**config.mk**
```make
export PLATFORM = sky130hd
export DESIGN_NAME = hat_bit_step
export DESIGN_NICKNAME = d
export VERILOG_FILES = /design/src/hw/rtl/hat_pkg.sv /design/src/hw/rtl/hat_bit_step.sv
export SDC_FILE = /design/constraint.sdc
export NUM_CORES = 1
export LEC_CHECK = 0
export ABC_AREA = 0
export ABC_CLOCK_PERIOD_IN_PS = 2940
export BUFFER_PORTS_ARGS = -buffer_cell sky130_fd_sc_hd__buf_4
export CELL_PAD_IN_SITES_DETAIL_PLACEMENT = 1
export CELL_PAD_IN_SITES_GLOBAL_PLACEMENT = 2
export CORE_MARGIN = 2
export CORE_UTILIZATION = 27
export DETAILED_ROUTE_END_ITERATION = 10
export PLACE_DENSITY = 0.88
export SKIP_LAST_GASP = 1
export SYNTH_ARGS = -nofsm -noshare
export SYNTH_HDL_FRONTEND = slang
export SYNTH_SLANG_ARGS = --single-unit
```
**constraint.sdc**
```tcl
create_clock -name vclk -period 2.94
set_input_delay 0.147 -clock vclk [all_inputs]
set_output_delay 0.147 -clock vclk [all_outputs]
set_load 0.01 [all_outputs]
```
**src/hw/rtl/hat_pkg.sv**
```systemverilog
`timescale 1ns / 1ps
// ---------------------------------------------------------------------------
// Hilbert transpose converter package
// Shared constants, register map and the control struct for one bit level.
// ---------------------------------------------------------------------------
package hat_pkg;

   localparam int NUM_FIELDS         = 4;
   localparam int FIELD_W            = 16;
   localparam int MAX_DIMS_DEFAULT   = 4;
   localparam int COORD_BITS_DEFAULT = 16;

   localparam int DIMS_W     = 3;
   localparam int BITS_W     = 5;
   localparam int LANE_CNT_W = 3;
   localparam int BIT_IDX_W  = 5;
   localparam int CSR_ADDR_W = 4;
   localparam int CSR_DATA_W = 32;

   typedef enum logic [1:0] {
      REG_DIRECTION   = 2'd0,
      REG_DIMS_IN_USE = 2'd1,
      REG_BITS_IN_USE = 2'd2
   } reg_index_type;

   localparam logic DIR_TO_TRANSPOSE = 1'b0;
   localparam logic DIR_TO_AXES      = 1'b1;

   localparam logic              DIRECTION_RESET   = DIR_TO_TRANSPOSE;
   localparam logic [DIMS_W-1:0] DIMS_IN_USE_RESET = 3'd3;
   localparam logic [BITS_W-1:0] BITS_IN_USE_RESET = 5'd16;

   // Control for one bit level of the exchange and inversion sweep.
   typedef struct packed {
      logic                  to_axes;
      logic                  active;
      logic [LANE_CNT_W-1:0] lanes;
      logic [BIT_IDX_W-1:0]  bit_idx;
   } step_ctl_type;

endpackage

```
**src/hw/rtl/hat_bit_step.sv**
```systemverilog
`timescale 1ns / 1ps
// ---------------------------------------------------------------------------
// Hilbert transpose converter, one bit level
// Applies the exchange or inversion rule of one bit level to the lanes in use,
// in ascending lane order toward the transpose and descending toward axes.
// ---------------------------------------------------------------------------
module hat_bit_step #(
   parameter int LANES = hat_pkg::NUM_FIELDS,
   parameter int WIDTH = hat_pkg::COORD_BITS_DEFAULT
) (
   input  hat_pkg::step_ctl_type         ctl,
   input  logic [LANES-1:0][WIDTH-1:0]   lanes_i,
   output logic [LANES-1:0][WIDTH-1:0]   lanes_o
);

   logic [WIDTH-1:0]             low_mask;
   logic [WIDTH-1:0]             bit_sel;
   logic [LANES-1:0][WIDTH-1:0]  fwd_v;
   logic [LANES-1:0][WIDTH-1:0]  rev_v;
   logic [LANES-1:0][WIDTH-1:0]  swap_f;
   logic [LANES-1:0][WIDTH-1:0]  swap_r;

   always_comb begin
      for (int j = 0; j < WIDTH; j++) begin
         low_mask[j] = (j < int'(ctl.bit_idx));
         bit_sel[j]  = (j == int'(ctl.bit_idx));
      end
   end

   // When the lane has the bit set, lane 0 inverts its low bits; otherwise
   // the low bits of lane 0 and this lane are exchanged.
   always_comb begin
      fwd_v = lanes_i;
      for (int i = 0; i < LANES; i++) begin
         swap_f[i] = '0;
         if (i < int'(ctl.lanes)) begin
            if (|(fwd_v[i] & bit_sel)) begin
               fwd_v[0] = fwd_v[0] ^ low_mask;
            end else begin
               swap_f[i] = (fwd_v[0] ^ fwd_v[i]) & low_mask;
               fwd_v[0]  = fwd_v[0] ^ swap_f[i];
               fwd_v[i]  = fwd_v[i] ^ swap_f[i];
            end
         end
      end
   end

   always_comb begin
      rev_v = lanes_i;
      for (int i = LANES - 1; i >= 0; i--) begin
         swap_r[i] = '0;
         if (i < int'(ctl.lanes)) begin
            if (|(rev_v[i] & bit_sel)) begin
               rev_v[0] = rev_v[0] ^ low_mask;
            end else begin
               swap_r[i] = (rev_v[0] ^ rev_v[i]) & low_mask;
               rev_v[0]  = rev_v[0] ^ swap_r[i];
               rev_v[i]  = rev_v[i] ^ swap_r[i];
            end
         end
      end
   end

   always_comb begin
      if (!ctl.active) begin
         lanes_o = lanes_i;
      end else if (ctl.to_axes == hat_pkg::DIR_TO_AXES) begin
         lanes_o = rev_v;
      end else begin
         lanes_o = fwd_v;
      end
   end

endmodule

```
==> flow_summary.yaml <==
outcome:
  status: "finished with violations"
  violations: "negative setup slack"
logic_synthesis:
  synth_area_leaders: "nand2_1, nor2_1, a21oi_1"
  synthCells: 986
  ys_seq_area_share_pct: 0
  synth_top_area_share_pct: 7.38
  avgSynthCellArea_um2: 6.19
  yosysUniqueCellTypes: 100
  yosysWarnings: 0
  syn-num-nets: 1060
  syn-cell-area_um2: 6110
  synth_top_area_cell: "nand2_1"
clock_tree:
  ctsHoldBuffers: 0
sta:
  max_slew_margin_pct: 23.7
  slew_violations: 0
  hold_viol: 0
  tightest_slew_ns: 1.14
  setup_viol_count_final: 64
  fin_setup_tns_ns: -32.27
  postLayoutSetupSlackWorst_ns: -1.06
  fin_hold_ws_ns: 0.638
  rsz0062_at_grt: "true"
  period_share_pct: 136
  fmax_mhz: 250
  final.min_clock_period_ns: 4.00
global_route:
  grt_pass1_wl_um: 71800
  antenna_found_initial: 4
  globalRouteOverflowTotal: 0
  grt_max_degree: 37
  grt.total_usage_pct: 38.8
  grt_pass1_vias: 11800
min_path:
  worstHoldStart: "lanes_i[31]"
  min_delay_path_depth: 4
  whs_endpoint: "lanes_o[31]"
  hold_path.class: "in2out"
floorplanning:
  coreArea_um2: 22400
  num_rows: 55
  die_h_um: 154
  floorplan.initialDensity_pct: 27.2
  ioPinCount: 138
  die_x_um: 154
  die_area_um2: 23800
layout:
  drive_above_1_share_pct: 52.7
  layout.nets: 1469
  layout_commonest_cell: "buf_4"
  layout_common_cells: "buf_4, nor2_1, nand2_1"
  area.sequential_um2: 0
  fin_area_um2: 11500
  clockBufferCount: 0
  final_util_pct: 51.3
  area_growth_pct: 88.6
  layout.cells.non_filler: 1682
  nFlopsAndLatches: 0
drt:
  drt-initial-drc-count: 2264
  first_pass_iters: 7
  drt_wl_total_um: 61600
  drc: 0
  via_per_inst: 7.54
  ant_nets: 0
  post_drt_wl_per_cell_um: 36.6
  vias: 12700
placed_design:
  preCtsSetupSlack_ns: -0.609
  place_hpwl_um: 31300
  dp.cells: 1588
  place_congestion: 1.07
  dpl-instance-area_um2: 9130
  place.port_buffers: 138
setup_path:
  cp_max_fo: 7
  cp.required_ns: 2.79
  path_cells: "buf_12 > buf_6 > or3b_4 > a211oi_4 > nor4_4 > and2_4 > buf_4 > o31ai_1 > a31oi_2 > a21oi_2 > mux2i_1 > nand2_1 > a41oi_2 > buf_4"
  critPathArrivalTime_ns: 3.86
  end_kind: "output port"
  path_delay_family: "compound AO/OA/AOI/OAI gates"
  path_buf_inv: 4
  critPathLaunchType: "primary input"
  max_stage_delay_ns: 0.85
  slowest_stage: "o31ai_1"
  crit_type: "in2out"
  worst_path_most_repeated_cell: "buf_4"
power:
  peakVddDrop_v: 0.0000801
  p_total_mw: 3.26
  power_density_nw_per_um2: 283
  leakage_nw: 4.94
job:
  max_cap_violations: 0
[area by class of cell]
cell class                 instances  area [um2]
antenna                            4        10.0
inverter                          16        66.3
multi-input combinational        881        6890
timing repair buffer             496        4190
tap                              285         357
fill                            2733       10900
[logic make-up (layout without fill, tap and decap cells)]
group                     count (synthesis)  count (layout)  share of synthesized area, %
AOI/OAI and AO/OA                       399             399                          45.9
xor gates and xnor gates                 15              15                          2.15
and+or+nand+nor                         398             398                          31.4
other                                     0               4                             0
buffers and inverters                   105             512                          8.44
muxes                                    69              69                          12.1
[Yosys cell counts, types with 9 or more instances]
cell type  number
a211oi_1       16
a21o_1         18
a21oi_1        89
a31oi_1        29
and2_1         11
and3_1         12
buf_2          23
buf_6           9
clkbuf_1       42
inv_1          16
mux2_2         24
mux2i_1        41
nand2_1       120
nand3_1        42
nand3b_1        9
nor2_1        120
nor3_1         22
o211ai_1       12
o21ai_0        79
o31ai_1        18
xnor2_1        14
[how the worst max path moves through the flow]
stage                 from          end  slack, ns  cells past startpoint
finish              ctl[0]   lanes_o[7]      -1.06                     14
floorplan           ctl[1]  lanes_o[11]       0.02                     12
global route        ctl[0]   lanes_o[7]      -0.94                     14
CTS                 ctl[1]  lanes_o[11]      -0.25                     13
detailed placement  ctl[3]  lanes_o[13]      -0.61                     13
global placement    ctl[3]  lanes_o[13]      -0.51                     13
[power by group]
part | switching (mW) | total (mW) | internal, mW
sequential | 0 | 0 | 0
combinational | 1.88 | 3.26 | 1.38
clock | 0 | 0.000000156 | 0.000000156
total | 1.88 | 3.26 | 1.38
[per-layer routing]
layer / wire length, um / vias up / GRT usage [%]
met3: 9830 / 735 / 11.2
met4: 7520 / 4 / 31.8
met5: 131 / - / 0
met2: 24500 / 1578 / 59.4
met1: 19700 / 5774 / 44.8
li1: - / 4583 / -
[timing repair]
action | CTS | global route
buffers inserted | 49 | 47
gates cloned | 1 | 2
endpoints found under the setup margin | 62 | 64
pin swaps | 60 | 83
resized for setup | 173 | 183
Note: power is estimated with default switching activity, not from simulation.
